==> src/quadratic_root_solver_unit_macros.svh <==
// assertion macros for the quadratic root solver
// used by quadratic_root_solver_unit, no other dependencies
`ifndef QUADRATIC_ROOT_SOLVER_UNIT_MACROS_SVH
`define QUADRATIC_ROOT_SOLVER_UNIT_MACROS_SVH

// pre holds at an edge, post holds at the same edge
`define QRS_ASSERT_IMPLY(lbl, clk, rst_n, pre, post) \
  lbl: assert property (@(posedge clk) disable iff (!rst_n) (pre) |-> (post)) \
    else $error("qrs check failed");

// cond never holds out of reset
`define QRS_ASSERT_NEVER(lbl, clk, rst_n, cond) \
  `QRS_ASSERT_IMPLY(lbl, clk, rst_n, 1'b1, !(cond))

`endif

==> src/qrs_pkg.sv <==
// types and constants of the quadratic root solver
// shared by the cells and the top level, no dependencies
package qrs_pkg;

  localparam int unsigned WordBits   = 32;
  localparam int unsigned FracBits   = 16;
  localparam int unsigned DiscBits   = 2 * WordBits + 2;
  localparam int unsigned RootBits   = WordBits + 1;
  localparam int unsigned SqCells    = DiscBits / 2;
  localparam int unsigned SqRemBits  = RootBits + 2;
  localparam int unsigned SBits      = RootBits + 1;
  localparam int unsigned NumBits    = WordBits + 4;
  localparam int unsigned NMagBits   = WordBits + 3;
  localparam int unsigned DMagBits   = WordBits + 1;
  localparam int unsigned DivBits    = WordBits + 2;
  localparam int unsigned DivRemBits = DivBits + 1;
  localparam int unsigned DivNumBits = NMagBits + FracBits + 2;
  localparam int unsigned NumStages  = 3 + SqCells + 3 + WordBits + 1;

  typedef enum logic [2:0] {
    KIND_TWO_REAL = 3'd0,
    KIND_COMPLEX  = 3'd1,
    KIND_LINEAR   = 3'd2,
    KIND_NONE     = 3'd3,
    KIND_INFINITE = 3'd4
  } root_kind_e;

  typedef struct packed {
    logic signed [WordBits-1:0] coef_a;
    logic signed [WordBits-1:0] coef_b;
    logic signed [WordBits-1:0] coef_c;
  } in_word_t;

  typedef struct packed {
    root_kind_e                 root_kind;
    logic signed [WordBits-1:0] first_value;
    logic signed [WordBits-1:0] second_value;
    logic                       saturated;
  } out_word_t;

  typedef struct packed {
    logic                an;
    logic [WordBits-1:0] am;
    logic                bn;
    logic [WordBits-1:0] bm;
    logic                cn;
    logic [WordBits-1:0] cm;
  } coef_t;

  typedef struct packed {
    coef_t coef;
    logic  disc_neg;
  } sq_side_t;

  typedef struct packed {
    root_kind_e          kind;
    logic [NumBits-1:0]  num_a;
    logic [NumBits-1:0]  num_b;
    logic [DMagBits-1:0] dmag;
    logic                dneg;
  } num_t;

  typedef struct packed {
    logic neg;
    logic zero;
    logic ovf;
  } lane_t;

  typedef struct packed {
    root_kind_e kind;
    lane_t      lane_a;
    lane_t      lane_b;
  } div_side_t;

endpackage

==> src/qrs_sqrt_cell.sv <==
// one cell of the square root chain, one root bit per cell
// depends on qrs_pkg
module qrs_sqrt_cell (
  input  logic                            clk_i,
  input  logic                            en_i,
  input  logic [qrs_pkg::SqRemBits-1:0]   rem_i,
  input  logic [qrs_pkg::RootBits-1:0]    root_i,
  input  logic [qrs_pkg::DiscBits-1:0]    x_i,
  output logic [qrs_pkg::SqRemBits-1:0]   rem_o,
  output logic [qrs_pkg::RootBits-1:0]    root_o,
  output logic [qrs_pkg::DiscBits-1:0]    x_o
);
  import qrs_pkg::*;

  logic [SqRemBits+1:0] pair;
  logic [SqRemBits+1:0] trial;
  logic                 take;
  logic [SqRemBits-1:0] rem_d, rem_q;
  logic [RootBits-1:0]  root_d, root_q;
  logic [DiscBits-1:0]  x_d, x_q;

  always_comb begin
    pair   = {rem_i, x_i[DiscBits-1 -: 2]};
    trial  = (SqRemBits+2)'({root_i, 2'b01});
    take   = pair >= trial;
    rem_d  = take ? SqRemBits'(pair - trial) : SqRemBits'(pair);
    root_d = {root_i[RootBits-2:0], take};
    x_d    = {x_i[DiscBits-3:0], 2'b00};
  end

  always_ff @(posedge clk_i) begin
    if (en_i) begin
      rem_q  <= rem_d;
      root_q <= root_d;
      x_q    <= x_d;
    end
  end

  assign rem_o  = rem_q;
  assign root_o = root_q;
  assign x_o    = x_q;

endmodule

==> config.mk <==
export PLATFORM = sky130hd
export DESIGN_NAME = qrs_sqrt_cell
export DESIGN_NICKNAME = d
export VERILOG_FILES = /design/src/quadratic_root_solver_unit_macros.svh /design/src/qrs_pkg.sv /design/src/qrs_sqrt_cell.sv
export SDC_FILE = /design/constraint.sdc
export NUM_CORES = 1
export LEC_CHECK = 0
export ABC_AREA = 1
export BUFFER_PORTS_ARGS = -buffer_cell sky130_fd_sc_hd__buf_2
export CAP_MARGIN = 20
export CELL_PAD_IN_SITES_DETAIL_PLACEMENT = 0
export CELL_PAD_IN_SITES_GLOBAL_PLACEMENT = 1
export CORE_MARGIN = 1
export CORE_UTILIZATION = 37
export DETAILED_ROUTE_END_ITERATION = 12
export GPL_TIMING_DRIVEN = 1
export HOLD_SLACK_MARGIN = 0.03
export PLACE_DENSITY_LB_ADDON = 0.1
export SLEW_MARGIN = 25
export SYNTH_ARGS = -nofsm -noshare
export SYNTH_HDL_FRONTEND = slang
export SYNTH_SLANG_ARGS = --single-unit
==> constraint.sdc <==
create_clock -name clk_i -period 2.2 [get_ports clk_i]
set_input_delay 0.22 -clock clk_i [delete_from_list [all_inputs] [get_ports clk_i]]
set_output_delay 0.22 -clock clk_i [all_outputs]
set_load 0.01 [all_outputs]
==> results.toml <==
[logic_synthesis]
ys_top_cells_by_area = "edfxtp_1 53%, nand2_1 13%, inv_1 6.2%"
synth_largest_area_cell = "edfxtp_1"
synth_seq_area_share = 0.5273
yosys_warnings = 0
synthDistinctLibCells = 34
synth.top_cell.area_share = 0.5273
syn_inst = 806
syn-cell-area_mm2 = 0.007517
avgSynthCellArea_um2 = 9.327
synth.ff_latch_count = 132

[detailed_routing]
top_layer_used = "met4"
vias = 6899
wl_met1_mm = 10.77
wl_met2_mm = 11.24
route.met3.wl_mm = 1.364
via_per_inst = 4.454
post_drt_wl_per_cell_um = 15.49
first_pass_iters = 5
drt_iter0_drc = 296
ant_nets = 0
drc = 0
drt_wl_total_mm = 23.99

[setup_path]
crit_required_ns = 2.38
critPathLaunchType = "primary input"
cp_data_arrival_time_ns = 2.29
crit_type = "primary input to register"
critPathCaptureType = "register"
slowest_delay_ns = 0.53
slowest_stage = "dlygate4sd3_1"
crit_top_cell = "nand2_2"
worst-path-max-fanout = 8
crit_path_cell_trace = "dlygate4sd3_1 > buf_2 > inv_2 > ha_4 > nand2_4 > inv_1 > nand2_1 > nand2_2 > nand2_2 > nand2_2 > a21oi_4 > nand4_4 > clkbuf_16 > nand3_2 > nand2_1"

[grt]
grt_overflow = 0
grt_usage = 0.2295
grt_pass1_wl_mm = 35.94
grt_pass1_vias = 6977
antenna_found_initial = 0
grt_max_degree = 36

[clock_network]
htreeDepth = 4
cts_buffers = 17
cts_sinks = 132
clk_path_buf_depth = 2
cts-root-buf = "clkbuf_16"
cts_tree = "done"
clkTransAtPathRegs_ns = 0.06

[timing]
fmax_mhz = 473.6
hold_viol_final = 0
finalSetupViolations = 0
fin_crit_ns = 2.111
slew_viol_final = 0
period_share = 0.9597

[final_layout]
n_antenna_cell = 0
drive_gt1_frac = 0.3793
seqCellArea_mm2 = 0.003964
layout.cells.non_filler = 1549
stdcell_area_mm2 = 0.01156
fillers = 1816
multiInputGateArea_mm2 = 0.003052
area_growth_pct = 53.83
num-nets-final = 1442

[floorplan]
ios = 270
die_x_um = 144.5
dieArea_mm2 = 0.02089
start_util = 0.3812
die_h_um = 144.5
core_mm2 = 0.01972
rows = 51

[place]
port_buffers = 267
gp_routability_congestion = 0.8686
place_area_mm2 = 0.009811
dp.cells = 1413
dp_hpwl_mm = 17.88

[pwr]
power_density_mw_per_mm2 = 678.5
ir_drop_mv = 0.5329
cellLeakagePower_nw = 5.696

[job]
maxCapViolCount = 0

[hold_path]
worstHoldPathType = "primary input to register"

[run_status]
outcome = "finished clean"
## synthesized netlist by cell type
library cell	count
a21o_1	1
a21oi_1	24
a21oi_2	2
and2_1	1
and3_1	1
buf_4	2
buf_6	9
buf_8	1
clkinv_1	1
conb_1	1
edfxtp_1	132
ha_1	35
inv_1	125
inv_2	4
nand2_1	259
nand2_2	9
nand2_4	1
nand3_1	39
nand3_2	41
nand3b_1	8
nand4_1	6
nand4_4	1
nor2_1	53
nor2_2	8
nor2_4	2
nor3_1	5
nor3_4	1
nor4_1	3
o211ai_1	1
o21ai_0	5
o21ai_1	1
o21bai_1	7
xnor2_1	1
xor2_1	16
## critical path: cells and delay by family
kind                     cells  cell delay, ns
AO/OA/AOI/OAI                1            0.14
adder cells (fa/ha/maj)      1            0.22
buffers and inverters        5            1.02
AND/OR/NAND/NOR              8            0.67
## layout make-up
class / instances / share of cell area
Clock buffer: 18 / 0.03711
Clock inverter: 14 / 0.01244
Inverter: 130 / 0.04220
Multi-Input combinational cell: 533 / 0.2639
Sequential cell: 132 / 0.3428
Tap cell: 265 / 0.02867
Timing Repair Buffer: 457 / 0.2729
## registers in the layout, indices dropped and copies added, names as in the netlist
| register | flops |
|---|---|
| rem_o | 35 |
| root_o | 33 |
| x_o | 64 |
## kinds of logic (layout without fill, tap and decap cells)
family | count (synthesis) | count (layout) | share of synthesized area
xor+xnor | 17 | 17 | 0.01981
compound gates | 41 | 41 | 0.03129
flops | 132 | 132 | 0.5273
other cells | 1 | 2 | 0.0004989
simple gates | 438 | 438 | 0.2805
fa+ha+maj | 35 | 35 | 0.05826
buf+inv | 142 | 619 | 0.08239
## path summary, 6_finish.rpt
path,endpoint,cells past startpoint,slack (ns),from
max,rem_o[22],15,0.09,root_i[30]
min,rem_o[7],3,0.12,rem_i[5]
## power breakdown
part | total (mW) | internal [mW] | switching (mW)
clock network | 2.81 | 1.59 | 1.22
logic | 1.91 | 0.869 | 1.04
registers | 3.12 | 3.07 | 0.0571
## per-stage QoR
stage / setup WS, ns / TNS, ns / util / power, mW / hold WS, ns
3_3_place_gp: -0.04530 / -0.7722 / 0.4976 / 4.875 / 0.3963
4_1_cts: 0.01629 / 0 / 0.5754 / 7.844 / 0.09886
2_1_floorplan: 0.3448 / 0 / - / 4.049 / 0.3189
3_5_place_dp: -0.05580 / -1.379 / 0.4976 / 4.889 / 0.3986
6_report: 0.08872 / 0 / 0.5865 / 7.845 / 0.1179
5_1_grt: -0.01120 / -0.03520 / 0.5865 / 8.217 / 0.1172
## layer usage
| layer | GRT usage | vias up |
|---|---|---|
| met2 | 0.3889 | 219 |
| li1 | - | 3556 |
| met5 | 0 | - |
| met4 | 0.09086 | 0 |
| met1 | 0.2887 | 3093 |
| met3 | 0.04040 | 31 |
## repair_timing
| action | 4_1_cts | 5_1_grt |
|---|---|---|
| endpoints found under the setup margin | 0 | 34 |
| hold buffers | 96 | 0 |
| setup buffers | 0 | 6 |
| hold endpoints to repair | 96 | 0 |
| resized for setup | 0 | 32 |
## cells in the final DEF (no fill, tap or decap), types with 3 or more instances in the layout
cell type	synthesis	layout
nor4_1	3	3
clkinvlp_4	0	4
xor2_1	16	16
nor2_2	8	9
inv_6	0	5
clkbuf_16	0	19
nand2_2	9	21
nand2_1	259	245
nand3b_1	8	8
buf_4	2	81
inv_1	125	123
a21oi_1	24	23
nand4_1	6	6
nor3_1	5	4
nor2_1	53	52
nand2_4	1	3
buf_6	9	4
nand3_1	39	35
o21bai_1	7	7
buf_12	0	8
edfxtp_1	132	132
inv_2	4	6
buf_2	0	266
ha_1	35	33
dlygate4sd3_1	0	96
o21ai_0	5	5
nand3_2	41	45
No activity file was read; power rests on OpenSTA's default activity.
