**src/quadratic_root_solver_unit_macros.svh**
```systemverilog
// assertion macros for the quadratic root solver
// used by quadratic_root_solver_unit, no other dependencies
`ifndef QUADRATIC_ROOT_SOLVER_UNIT_MACROS_SVH
`define QUADRATIC_ROOT_SOLVER_UNIT_MACROS_SVH

// pre holds at an edge, post holds at the same edge
`define QRS_ASSERT_IMPLY(lbl, clk, rst_n, pre, post) \
  lbl: assert property (@(posedge clk) disable iff (!rst_n) (pre) |-> (post)) \
    else $error("qrs check failed");

// cond never holds out of reset
`define QRS_ASSERT_NEVER(lbl, clk, rst_n, cond) \
  `QRS_ASSERT_IMPLY(lbl, clk, rst_n, 1'b1, !(cond))

`endif

```
**src/qrs_pkg.sv**
```systemverilog
// types and constants of the quadratic root solver
// shared by the cells and the top level, no dependencies
package qrs_pkg;

  localparam int unsigned WordBits   = 32;
  localparam int unsigned FracBits   = 16;
  localparam int unsigned DiscBits   = 2 * WordBits + 2;
  localparam int unsigned RootBits   = WordBits + 1;
  localparam int unsigned SqCells    = DiscBits / 2;
  localparam int unsigned SqRemBits  = RootBits + 2;
  localparam int unsigned SBits      = RootBits + 1;
  localparam int unsigned NumBits    = WordBits + 4;
  localparam int unsigned NMagBits   = WordBits + 3;
  localparam int unsigned DMagBits   = WordBits + 1;
  localparam int unsigned DivBits    = WordBits + 2;
  localparam int unsigned DivRemBits = DivBits + 1;
  localparam int unsigned DivNumBits = NMagBits + FracBits + 2;
  localparam int unsigned NumStages  = 3 + SqCells + 3 + WordBits + 1;

  typedef enum logic [2:0] {
    KIND_TWO_REAL = 3'd0,
    KIND_COMPLEX  = 3'd1,
    KIND_LINEAR   = 3'd2,
    KIND_NONE     = 3'd3,
    KIND_INFINITE = 3'd4
  } root_kind_e;

  typedef struct packed {
    logic signed [WordBits-1:0] coef_a;
    logic signed [WordBits-1:0] coef_b;
    logic signed [WordBits-1:0] coef_c;
  } in_word_t;

  typedef struct packed {
    root_kind_e                 root_kind;
    logic signed [WordBits-1:0] first_value;
    logic signed [WordBits-1:0] second_value;
    logic                       saturated;
  } out_word_t;

  typedef struct packed {
    logic                an;
    logic [WordBits-1:0] am;
    logic                bn;
    logic [WordBits-1:0] bm;
    logic                cn;
    logic [WordBits-1:0] cm;
  } coef_t;

  typedef struct packed {
    coef_t coef;
    logic  disc_neg;
  } sq_side_t;

  typedef struct packed {
    root_kind_e          kind;
    logic [NumBits-1:0]  num_a;
    logic [NumBits-1:0]  num_b;
    logic [DMagBits-1:0] dmag;
    logic                dneg;
  } num_t;

  typedef struct packed {
    logic neg;
    logic zero;
    logic ovf;
  } lane_t;

  typedef struct packed {
    root_kind_e kind;
    lane_t      lane_a;
    lane_t      lane_b;
  } div_side_t;

endpackage

```
**src/qrs_div_cell.sv**
```systemverilog
// one cell of the restoring divider chain, one quotient bit per cell
// depends on qrs_pkg
module qrs_div_cell (
  input  logic                             clk_i,
  input  logic                             en_i,
  input  logic [qrs_pkg::DivRemBits-1:0]   rem_i,
  input  logic [qrs_pkg::WordBits-1:0]     low_i,
  input  logic [qrs_pkg::DivBits-1:0]      d_i,
  input  logic [qrs_pkg::WordBits-1:0]     q_i,
  output logic [qrs_pkg::DivRemBits-1:0]   rem_o,
  output logic [qrs_pkg::WordBits-1:0]     low_o,
  output logic [qrs_pkg::DivBits-1:0]      d_o,
  output logic [qrs_pkg::WordBits-1:0]     q_o
);
  import qrs_pkg::*;

  logic [DivRemBits-1:0] t;
  logic                  take;
  logic [DivRemBits-1:0] rem_d, rem_q;
  logic [WordBits-1:0]   low_d, low_q;
  logic [WordBits-1:0]   q_d, q_q;
  logic [DivBits-1:0]    d_q;

  always_comb begin
    t     = {rem_i[DivRemBits-2:0], low_i[WordBits-1]};
    take  = t >= DivRemBits'(d_i);
    rem_d = take ? (t - DivRemBits'(d_i)) : t;
    low_d = {low_i[WordBits-2:0], 1'b0};
    q_d   = {q_i[WordBits-2:0], take};
  end

  always_ff @(posedge clk_i) begin
    if (en_i) begin
      rem_q <= rem_d;
      low_q <= low_d;
      q_q   <= q_d;
      d_q   <= d_i;
    end
  end

  assign rem_o = rem_q;
  assign low_o = low_q;
  assign d_o   = d_q;
  assign q_o   = q_q;

endmodule

```
**config.mk**
```make
export PLATFORM = sky130hd
export DESIGN_NAME = qrs_div_cell
export DESIGN_NICKNAME = d
export VERILOG_FILES = /design/src/quadratic_root_solver_unit_macros.svh /design/src/qrs_pkg.sv /design/src/qrs_div_cell.sv
export SDC_FILE = /design/constraint.sdc
export NUM_CORES = 1
export LEC_CHECK = 0
export BUFFER_PORTS_ARGS = -buffer_cell sky130_fd_sc_hd__buf_2
export CAP_MARGIN = 40
export CORE_UTILIZATION = 40
export DETAILED_ROUTE_END_ITERATION = 10
export HOLD_SLACK_MARGIN = 0.06
export PLACE_DENSITY_LB_ADDON = 0.1
export SLEW_MARGIN = 20
export SYNTH_ARGS = -nofsm -noshare
export SYNTH_HDL_FRONTEND = slang
export SYNTH_SLANG_ARGS = --single-unit
```
**constraint.sdc**
```tcl
create_clock -name clk_i -period 2.8 [get_ports clk_i]
set_input_delay 0.56 -clock clk_i [delete_from_list [all_inputs] [get_ports clk_i]]
set_output_delay 0.56 -clock clk_i [all_outputs]
set_load 0.01 [all_outputs]
```
==> impl.org, run 1 <==
** Pwr
- Power per cell area :: 634 mW/mm2
- Overall power consumption after layout is estimated at 6010 uW.
- In this run the static leakage power is 0.00435 uW.
- VDD sags by at most 0.388 mV.

** STA
- The final-report hold violation count was 0.
- The routed design could run at a clock period as short as 2670 ps.
- Headroom to the max-slew limit came out at 0.634.
- Unrepaired setup endpoints after global routing :: true
- The final number of max-transition violations came to 0.
- Worst slew pin tran :: 543 ps
- Final clock period utilization by the worst path :: 0.954
- Hold timing on the final database bottoms out at a slack of 306 ps.
- Final setup violating endpoints :: 0
- Fmax :: 374 MHz

** Floorplan
- X dimension of the die :: approximately 130 um
- After floorplanning, the core was sized to cover 0.0158 mm2.
- Initial core utilization :: 0.407
- Number of placed I/O pins :: 268
- The floorplan step defined a die boundary enclosing 0.0166 mm2.
- The die is 129 um tall.
- The floorplan has 46 rows.

** Placement
- Buffers placed on the I/O ports in this run total 264.
- The HPWL after detailed placement is 13200 um.
- At the end of routability-driven placement, the weighted congestion stood at 0.815.
- Cell count after placement :: 1095

** Setup path
- Data required time at the worst endpoint :: 2970 ps
- Data arrival at the endpoint of the critical path :: 2840 ps
- In this design, the stage delay of the slowest critical-path cell is 350 ps.
- Of all nets on the critical path, the largest fanout is 3.
- The worst setup path is captured at a flip-flop.
- Cell with the biggest individual delay on the critical path :: fa_2
- The critical path goes through buf_2 > inv_1 > ha_1 > inv_1 > fa_2 > a21oi_2 > o211ai_1 > a211oi_2 > buf_4 > nor2_2 > a211o_1 > buf_4 > xnor2_1 > a21oi_1.
- The critical path in this run is classified as in -> reg.
- Worst setup SP type :: primary input

** Logic synthesis
- Compound-cell area share of the yosys netlist :: 0.147
- Number of distinct standard cells referenced by the synthesized netlist :: 54
- During synthesis, Yosys emitted a total of 0 warnings.
- Total of flip-flops plus latches after synthesis :: 132
- Post-synthesis cell count :: 529
- Of the total synthesized cell area, the portion taken by XOR and XNOR cells is 0.0367.
- The number of nets handed over by synthesis was 699.
- Adder-cell area share of the yosys netlist :: 0.0692
- Fraction of the mapped netlist area in simple logic gates :: 0.0888
- Prevailing post-synth register cell :: edfxtp_1
- Post-Synthesis Mean Instance Area :: 12.2 um2
- By area, the combinational part of the netlist is dominated by compound AO/OA/AOI/OAI gates.
- Count of flip-flops with a built-in enable after synthesis :: roughly 130
- Cell area after technology mapping :: between 0.006 and 0.007 mm2
- Of the synthesized area, sequential elements account for 0.615.
- Post-synth ARST share :: 0
- Portion of netlist area occupied by mux cells :: 0

** Detailed routing
- DR WL/cell :: 14.9 um
- The highest layer touched by signal routing is met5.
- In the routed layout, each cell is associated on average with a via count of 4.80.
- Detailed routing placed a total of around 900 um of wire on met3.
- First-pass DRT Iterations :: 4
- 1st-iter DRT viols :: 203
- Total routed wire length on the met1 layer :: 7140 um
- Routed WL :: 16800 um
- Summed over all nets, wire length on met2 after detailed routing comes to 8550 um.
- In this run the remaining antenna-violating nets after routing total 0.
- In the routed design, unresolved DRC markers number 0.
- The final route contains 5415 vias.

** Finish
- Layout Area Growth over Synthesis :: 47.2%
- In the final layout, the share of cells above drive strength 1 is 0.466.
- After the flow finishes, the layout carries non-filler instances totaling 1129.
- Fin nets :: 1069
- Counting the fill cells in the layout gives around 1400.

** GRT
- Overflow left after global routing :: 0
- The first global-routing pass estimated 25500 um of wire.
- The number of antenna violations at the first check in global routing was 2.
- Vias in the first global route :: 5199
- Pin count of the biggest net entering global routing :: 52
- Across every metal layer, demand over resource in global routing totals 0.201.

** Clock tree
- Buffers inserted to repair hold after CTS numbered 0.
- Clock-pin slew was measured on the worst setup and hold paths at approximately 60 ps.
- Worst-case clock buffer depth :: 2
- Sinks on the clock net :: 132
- Number of buffers created by CTS :: 17
- The tree is rooted in a clkbuf_16.
- Clock tree from TritonCTS :: yes
- Maximum level of the CTS H-tree :: 4

** Job
- The tool flagged a number of max-cap violations equal to 0.

** Run status
- Run status :: complete, no violations

** Min path
- The min-delay analysis places its worst path in the category in -> reg.
==> what timing repair did <==
| item | CTS | global route |
|---|---|---|
| endpoints found under the setup margin | 2 | 28 |
| buffers inserted | 0 | 1 |
| resized for setup | 2 | 7 |
| pin swaps | 0 | 1 |
==> placed cells by master, fill, tap and decap left out, types with 4 or more instances in the layout <==
master	n
xnor2_1	15
nor2_1	37
edfxtp_1	132
and4_1	4
a21o_1	17
nand4_1	9
o21ai_0	20
a211oi_1	5
nand2_1	46
buf_2	263
clkbuf_16	17
o31ai_1	5
nand2b_1	4
buf_12	4
buf_4	104
xor2_1	12
o21bai_1	5
a21oi_1	51
inv_6	5
a31oi_1	5
o21a_1	7
ha_1	34
nor3_1	8
inv_1	46
==> area by class of cell <==
cell class	count	area, um2	share of cell area
diodes	1	2.50	0.000264
clock buffers	17	425	0.0449
clock inverters	15	180	0.0190
inverters	47	176	0.0186
repair buffers	372	2190	0.231
well taps	216	270	0.0285
flip-flops and latches	132	3960	0.418
multi-input cells	329	2280	0.240
==> report_power, final <==
part | switching (uW) | internal [uW] | total (uW)
logic | 691 | 609 | 1300
registers | 47.5 | 2420 | 2470
clock network | 966 | 1280 | 2240
total | 1700 | 4300 | 6010
==> final timing paths <==
| kind | from | endpoint | slack (ps) | cells after the start |
|---|---|---|---|---|
| worst max-delay path | low_i[31] | rem_o[26] | 130 | 14 |
| worst min-delay path | low_i[23] | low_o[24] | 310 | 1 |
==> sequential cells by signal, summed over array words and instances, names as in the netlist <==
signal  flops
d_o        34
low_o      31
rem_o      35
q_o        32
==> cells by family (layout without fill, tap and decap cells) <==
group / count (synthesis) / in the layout
flops: 132 / 132
simple gates: 124 / 124
fa+ha+maj: 35 / 35
other cells: 1 / 2
buf+inv: 68 / 451
xor+xnor: 27 / 27
compound gates: 142 / 142
==> layer usage <==
layer | track usage | up-vias
li1 | - | 2702
met1 | 0.243 | 2534
met2 | 0.350 | 166
met3 | 0.0474 | 11
met4 | 0.0720 | 2
met5 | 0 | -
==> through the flow <==
step | setup WS (ps) | instance area (um2) | util | TNS (ps)
after floorplan | 6.19 | 6450 | - | 0
after global placement | -381 | 8800 | 0.556 | -10900
after detailed placement | -490 | 8800 | 0.556 | -11880
after CTS | 11.0 | 9430 | 0.596 | 0
after global routing | -3.21 | 9480 | 0.599 | -3.21
final | 130 | 9480 | 0.599 | 0
==> synth_stat cells (2+ instances only) <==
cell	instances	share of area
edfxtp_1	132	0.62
a21oi_1	52	0.040
inv_1	46	0.027
nand2_1	46	0.027
nor2_1	38	0.022
ha_1	34	0.066
o21ai_0	20	0.016
a21o_1	17	0.020
xnor2_1	15	0.020
clkbuf_1	12	0.0070
xor2_1	12	0.016
nand4_1	9	0.0087
nor3_1	9	0.0070
buf_2	7	0.0054
o21a_1	7	0.0082
a211oi_1	6	0.0070
o21bai_1	6	0.0070
a31oi_1	5	0.0049
o31ai_1	5	0.0058
and4_1	4	0.0054
nand2b_1	4	0.0039
nand3_1	3	0.0023
nor4_1	3	0.0029
a21boi_0	2	0.0023
a31o_2	2	0.0027
o2111ai_1	2	0.0027
o211ai_1	2	0.0023
o221ai_1	2	0.0027
or3_1	2	0.0019
==> worst max-delay path, delay by kind of cell <==
kind | cells | cell delay (ps)
simple gates | 1 | 50
xor+xnor | 1 | 220
buf+inv | 5 | 520
compound gates | 5 | 990
fa+ha+maj | 2 | 500
Power figures use the tool's default switching activity.
==> run 2, diff against run 1 <==
Settings changed: CTS_BUF_LIST set to sky130_fd_sc_hd__clkbuf_8.
==> impl.org, run 2 (synthesis results as in run 1) <==
** Run status
- The run finished with clean final reports.

** Pwr
- Peak ir drop on the vdd network :: between 0.3 and 0.4 mV
- Part of the total power dissipated in combinational logic :: 0.239
- Power per cell area :: 583 mW/mm2
- Static leakage :: between 0.004 and 0.005 uW
- Proportion of power drawn by flip-flops and latches :: 0.456
- Share of total power in the clock network :: 0.305
- Cell internal power was estimated by the tool at 3780 uW.
- Of the total power, the share spent switching nets is 0.300.
- Summed over all nets, the switching power comes to between 1500 and 2000 uW.

** Setup path
- The critical path is of the in -> reg type.
- Data arrival at the endpoint of the critical path :: slightly below 3000 ps
- Cell with the biggest individual delay on the critical path :: a2111oi_4
- Series of cell instances along the critical path :: buf_2 > inv_1 > ha_1 > nand2b_1 > a211oi_2 > o2111ai_2 > a2111oi_4 > o21a_1 > o21bai_1 > o2111a_1 > a211oi_1
- In this run the worst path has a maximum fanout of 3.
- At the worst endpoint, the required time is 3060 ps.
- Worst setup SP type :: primary input
- The worst setup path is captured at a flip-flop.
- For this run, the slowest stage of the critical path takes about 420 ps.
- Kind of cell with the highest combined delay on the critical path :: compound AO/OA/AOI/OAI gates
- Counting both buffers and inverters, the worst setup path holds a total of 2.

** Placement
- Counting tap cells, the placed design contains a total of 1095 instances.
- Final RePlAce weighted congestion :: between 0.8 and 0.9
- Input and output buffers added on the ports amount to ~260.
- Final HPWL from detailed placement :: 13200 um

** GRT
- The number of antenna violations at the first check in global routing was 2.
- Overflow left after global routing :: 0
- In the global route stage, overall resource usage came out at 0.199.
- Pin count of the biggest net entering global routing :: 52
- Wire length of the first global-routing pass :: 25300 um
- The via count of the first global-routing pass is 5205.

** Finish
- The area growth from synthesis to layout is 43.7%.
- Of the cells placed in the final design, the portion with a size suffix greater than 1 is 0.463.
- Fin nets :: 1069
- Register Area :: 0.00396 mm2
- In the layout the commonest cells are buf_2 (263), edfxtp_1 (132), buf_4 (104).
- Total of fill cells in the finished design :: 1403
- Summing all multi-input logic gate instances after layout gives 0.00224 mm2.
- The register with the most flip-flops in the layout has 35 of them.
- Leaving out fill and tap cells, the most frequent cell in the layout is buf_2.
- Finished Layout Cells :: ~1100

** Floorplan
- The floorplan step defined a core boundary enclosing 0.0158 mm2.
- For this configuration, the core starts out at a cell density of 0.407.
- Placement row count :: between 40 and 50
- Full die area :: 0.0166 mm2
- During I/O placement, the number of pins put on the boundary was 268.
- The die is 129 um wide.
- The die is 129 um tall.

** Detailed routing
- Dividing the detail-routed wire length by the instance count gives approximately 15 um.
- Average vias per placed instance :: ~4.8
- After the first detailed-routing iteration, the DRC count stood at ~230.
- The detail route stage leaves a number of antenna-violating nets equal to 0.
- The first TritonRoute pass finished after 4 iterations.
- Number of DRC violations after detailed routing :: 0
- Routed WL :: 16700 um
- Via total after detailed routing :: ~5500

** Min path
- Cell depth of the worst hold path :: 1
- The startpoint identified for the worst hold timing path is q_i[16].
- The tightest min-delay check is of the in -> reg type.
- Endpoint with the worst hold slack :: q_o[17]

** Clock tree
- Sinks on the clock net :: 132
- The clock tree synthesis step divided the H-tree into 4 levels.
- In this run the clock root is driven by a clkbuf_8.
- Clock-pin slew was measured on the worst setup and hold paths at 90 ps.
- Clock tree from TritonCTS :: yes
- Worst-case clock buffer depth :: 2
- Buffers inserted during clock tree synthesis total 17.
- Number of buffers inserted by hold repair at cts :: 0

** STA
- After routing, the total negative slack on setup checks comes to 0 ps.
- The final number of max-transition violations is 0.
- Setup repair after global routing could not meet its margin everywhere.
- The smallest clock period supported by the final layout is computed as 2670 ps.
- The worst pin sits at a relative slew slack of 0.634.
- Worst slew pin tran :: 542 ps
- Dividing the final minimum period by the clock period gives 0.952.
- Setup violations remaining at the end of the flow were counted as 0.
- The final-report hold violation count came to 0.
- Timing would allow up to 375 MHz.
- Final hold analysis gives a worst-case slack of between 200 and 300 ps.

** Job
- Max-Cap Viols :: 0
-- run 2: layout make-up --
class	count	area share
inverters	47	0.0191
clock inverters	15	0.0195
flip-flops and latches	132	0.428
well taps	216	0.0292
repair buffers	372	0.236
multi-input cells	329	0.242
clock buffers	17	0.0253
diodes	1	0.000270
-- run 2: worst max path at each step --
| stage | from | endpoint | slack, ps | depth (start not counted) |
|---|---|---|---|---|
| finish | d_i[1] | rem_o[33] | 130 | 11 |
| global route | d_i[1] | rem_o[33] | -60 | 11 |
| global placement | low_i[31] | rem_o[26] | -380 | 13 |
| detailed placement | d_i[1] | rem_o[33] | -490 | 11 |
| floorplan | low_i[31] | rem_o[34] | 6 | 11 |
| CTS | d_i[1] | rem_o[33] | 20 | 11 |
-- run 2: per-layer routing --
layer	GRT usage	part of all wire	vias up
met3	0.0511	0.058	14
met1	0.240	0.42	2562
met4	0.0685	0.013	2
li1	-	-	2700
met2	0.347	0.51	172
met5	0	0.00048	-
-- run 2: timing repair --
item	4_1_cts	5_1_grt
endpoints found under the hold margin	0	0
setup buffers	0	1
gates resized for setup	1	3
setup endpoints to repair	1	31
pin swaps	0	1
-- run 2: per-stage QoR --
stage	setup slack, ps	total power [uW]	util	area [um2]
floorplan	6.19	3130	-	6450
global placement	-381	3780	0.556	8800
detailed placement	-490	3800	0.556	8800
CTS	16.2	5460	0.583	9230
global route	-58.0	5690	0.585	9260
finish	135	5400	0.585	9260
-- run 2: power by group through the flow --
stage	logic [uW]	clock network [uW]	registers, uW
finish	1290	1650	2460
global route	1420	1780	2490
CTS	1300	1700	2470
detailed placement	1280	0	2510
global placement	1270	0	2510
floorplan	504	0	2630
==> run 3, diff against run 2 <==
Settings changed: PLACE_DENSITY set to 0.71, PLACE_DENSITY_LB_ADDON 0.1 to not set.
==> impl.org, run 3 (synthesis results as in run 1) <==
** Run status
- The run finished with clean final reports.

** Clock tree
- The number of clock buffers added by TritonCTS is 17.
- Worst-case clock buffer depth :: 2
- Number of buffers inserted by hold repair at cts :: 0
- Sinks on the clock net :: between 100 and 150
- CTS clock-pin slew for the worst setup and hold paths :: around 80 ps
- TritonCTS built the clock tree.
- Maximum level of the CTS H-tree :: 4
- Root buf cell :: clkbuf_8

** Pwr
- Of the total power, registers draw 0.451.
- Int Power :: 3910 uW
- Of the total power, the share spent switching nets is 0.282.
- The worst-case IR drop observed on VDD is 0.277 mV.
- Share of total power in the clock network :: 0.309
- Power per cell area :: 586 mW/mm2
- Of the total power, combinational logic draws 0.239.
- In this run the power spent charging and discharging nets is 1540 uW.
- For this design the static power due to leakage is 0.00429 uW.

** Detailed routing
- Once detail routing completed, the nets flagged for antenna violations numbered 0.
- 1st-iter DRT viols :: 174
- Via total after detailed routing :: 5409
- Before antenna repair, the detailed router went through 5 iterations.
- Using the TritonRoute via totals, the vias-per-cell ratio works out to between 4 and 5.
- After detailed routing, the total wire length is approximately 17000 um.
- DR WL/cell :: between 10 and 15 um
- After detailed routing, the number of remaining DRC violations is 0.

** Setup path
- Worst setup SP type :: primary input
- Data arrival at the endpoint of the critical path :: 2850 ps
- Largest driver fanout on the critical path :: 3
- First element of the critical path :: low_i[31]
- Setup CP Type :: in -> reg
- The worst setup path is captured at a flip-flop.
- Critical path endpoint :: rem_o[26]
- Data on the critical path is required at its endpoint by 2990 ps.

** Floorplan
- The die covers 0.0166 mm2.
- Placeable core region :: 0.0158 mm2
- Number of placed I/O pins :: 268
- Initial core utilization :: 0.407
- Die Y :: between 100 and 150 um
- The floorplan has 46 rows.
- Measured along the x axis, the die boundary spans approximately 130 um.

** GRT
- The via count of the first global-routing pass came to 5237.
- Routing layer with the top usage in global route :: met2
- For met2 alone, demand over resource in global routing was 0.375.
- Overflow left after global routing :: 0
- For this run, global-route usage on met3 was measured as 0.0665.
- In the global route stage, met1 resource usage came out at 0.218.
- Global-route usage over all layers :: 0.201
- The first global-routing pass estimated 25200 um of wire.
- The number of antenna violations at the first check in global routing was 2.
- Pin count of the biggest net entering global routing :: between 50 and 60

** STA
- Setup TNS after final layout :: 0 ps
- The final-report hold violation count is 0.
- Measured against its own limit, the worst slew margin works out to 0.631.
- The routed design could run at a clock period as short as around 2700 ps.
- Final clock period utilization by the worst path :: 0.951
- The final number of max-transition violations is 0.
- Derived from the worst setup path, the maximum achievable clock frequency is 376 MHz.
- Unrepaired setup endpoints after global routing :: true
- Worst slew pin tran :: 547 ps
- Final setup violating endpoints :: 0
- Minimum setup slack in the final design :: 139 ps

** Finish
- Post-Route Utilization :: 0.588
- The multi-input combinational cells in the finished layout cover a total of 0.00225 mm2.
- Across the whole layout, storage elements account for 0.00396 mm2.
- Compared with the post-synthesis result, the final layout area differs by 44.4%.
- At the end of the flow, the number of nets in the layout was between 1000 and 1500.
- Share of post-route cells with drive strength above 1 :: 0.468
- The register with the most flip-flops in the layout has 35 of them.
- Total of fill cells in the finished design :: approximately 1300
- Most common cell after layout, fill and taps aside :: buf_2
- In the layout the commonest cells are buf_2 (263), edfxtp_1 (132), buf_4 (111).

** Placement
- During placement, the flow inserted port buffers numbering 264.
- Post-Place Setup Slack :: -417 ps
- Final HPWL from detailed placement :: 13400 um
- Final RePlAce weighted congestion :: approximately 0.86

** Min path
- Path category of the worst min-delay check :: in -> reg

** Job
- Max-Cap Viols :: 0
## run 3: worst min path at each step
stage                         start        end  slack, ps  depth (start not counted)
after floorplan              d_i[0]     d_o[0]        660                          0
after global placement    low_i[18]  low_o[19]        740                          1
after detailed placement     q_i[9]    q_o[10]        740                          1
after CTS                   q_i[24]    q_o[25]        260                          1
after global routing        q_i[17]    q_o[18]        250                          1
final                       q_i[20]    q_o[21]        290                          1
## run 3: metal layers
metal	part of all wire	wire, um	vias to the layer above
met5	0.00077	13	-
met4	0.011	191	2
met3	0.074	1260	14
met2	0.52	8810	180
met1	0.39	6680	2500
li1	-	-	2713
## run 3: per-stage QoR
step,total power (uW),instances,hold slack (ps),cell area (um2)
6_report,5450,1134,292,9300
5_1_grt,5710,1134,255,9300
4_1_cts,5500,1133,265,9250
3_5_place_dp,3800,1102,738,8840
3_3_place_gp,3780,1102,737,8840
2_1_floorplan,3130,529,659,6450
## run 3: worst max-delay path, stage by stage
cell      delay (ps)
buf_2            100
inv_1             50
ha_1             170
inv_1             60
fa_2             340
a21oi_2          150
o211ai_1         170
a211oi_2         380
nor2_2            90
a211o_1          340
buf_4            160
xnor2_1          190
a21oi_1           90
## run 3: area by class of cell
class,instances,area share
diodes,1,0.000269
clock buffers,17,0.0252
clock inverters,14,0.0191
inverters,47,0.0192
multi-input cells,329,0.242
flip-flops and latches,132,0.426
well taps,216,0.0291
repair buffers,378,0.239
## run 3: timing repair
action | CTS | global route
endpoints found under the setup margin | 0 | 20
buffers inserted | 0 | 0
resized for setup | 0 | 8
## run 3: power groups by stage
stage          combinational (uW)  clock, uW  sequential [uW]
4_1_cts                      1300       1730             2470
2_1_floorplan                 504          0             2630
3_3_place_gp                 1280          0             2510
5_1_grt                      1430       1800             2480
3_5_place_dp                 1290          0             2510
6_report                     1300       1690             2460
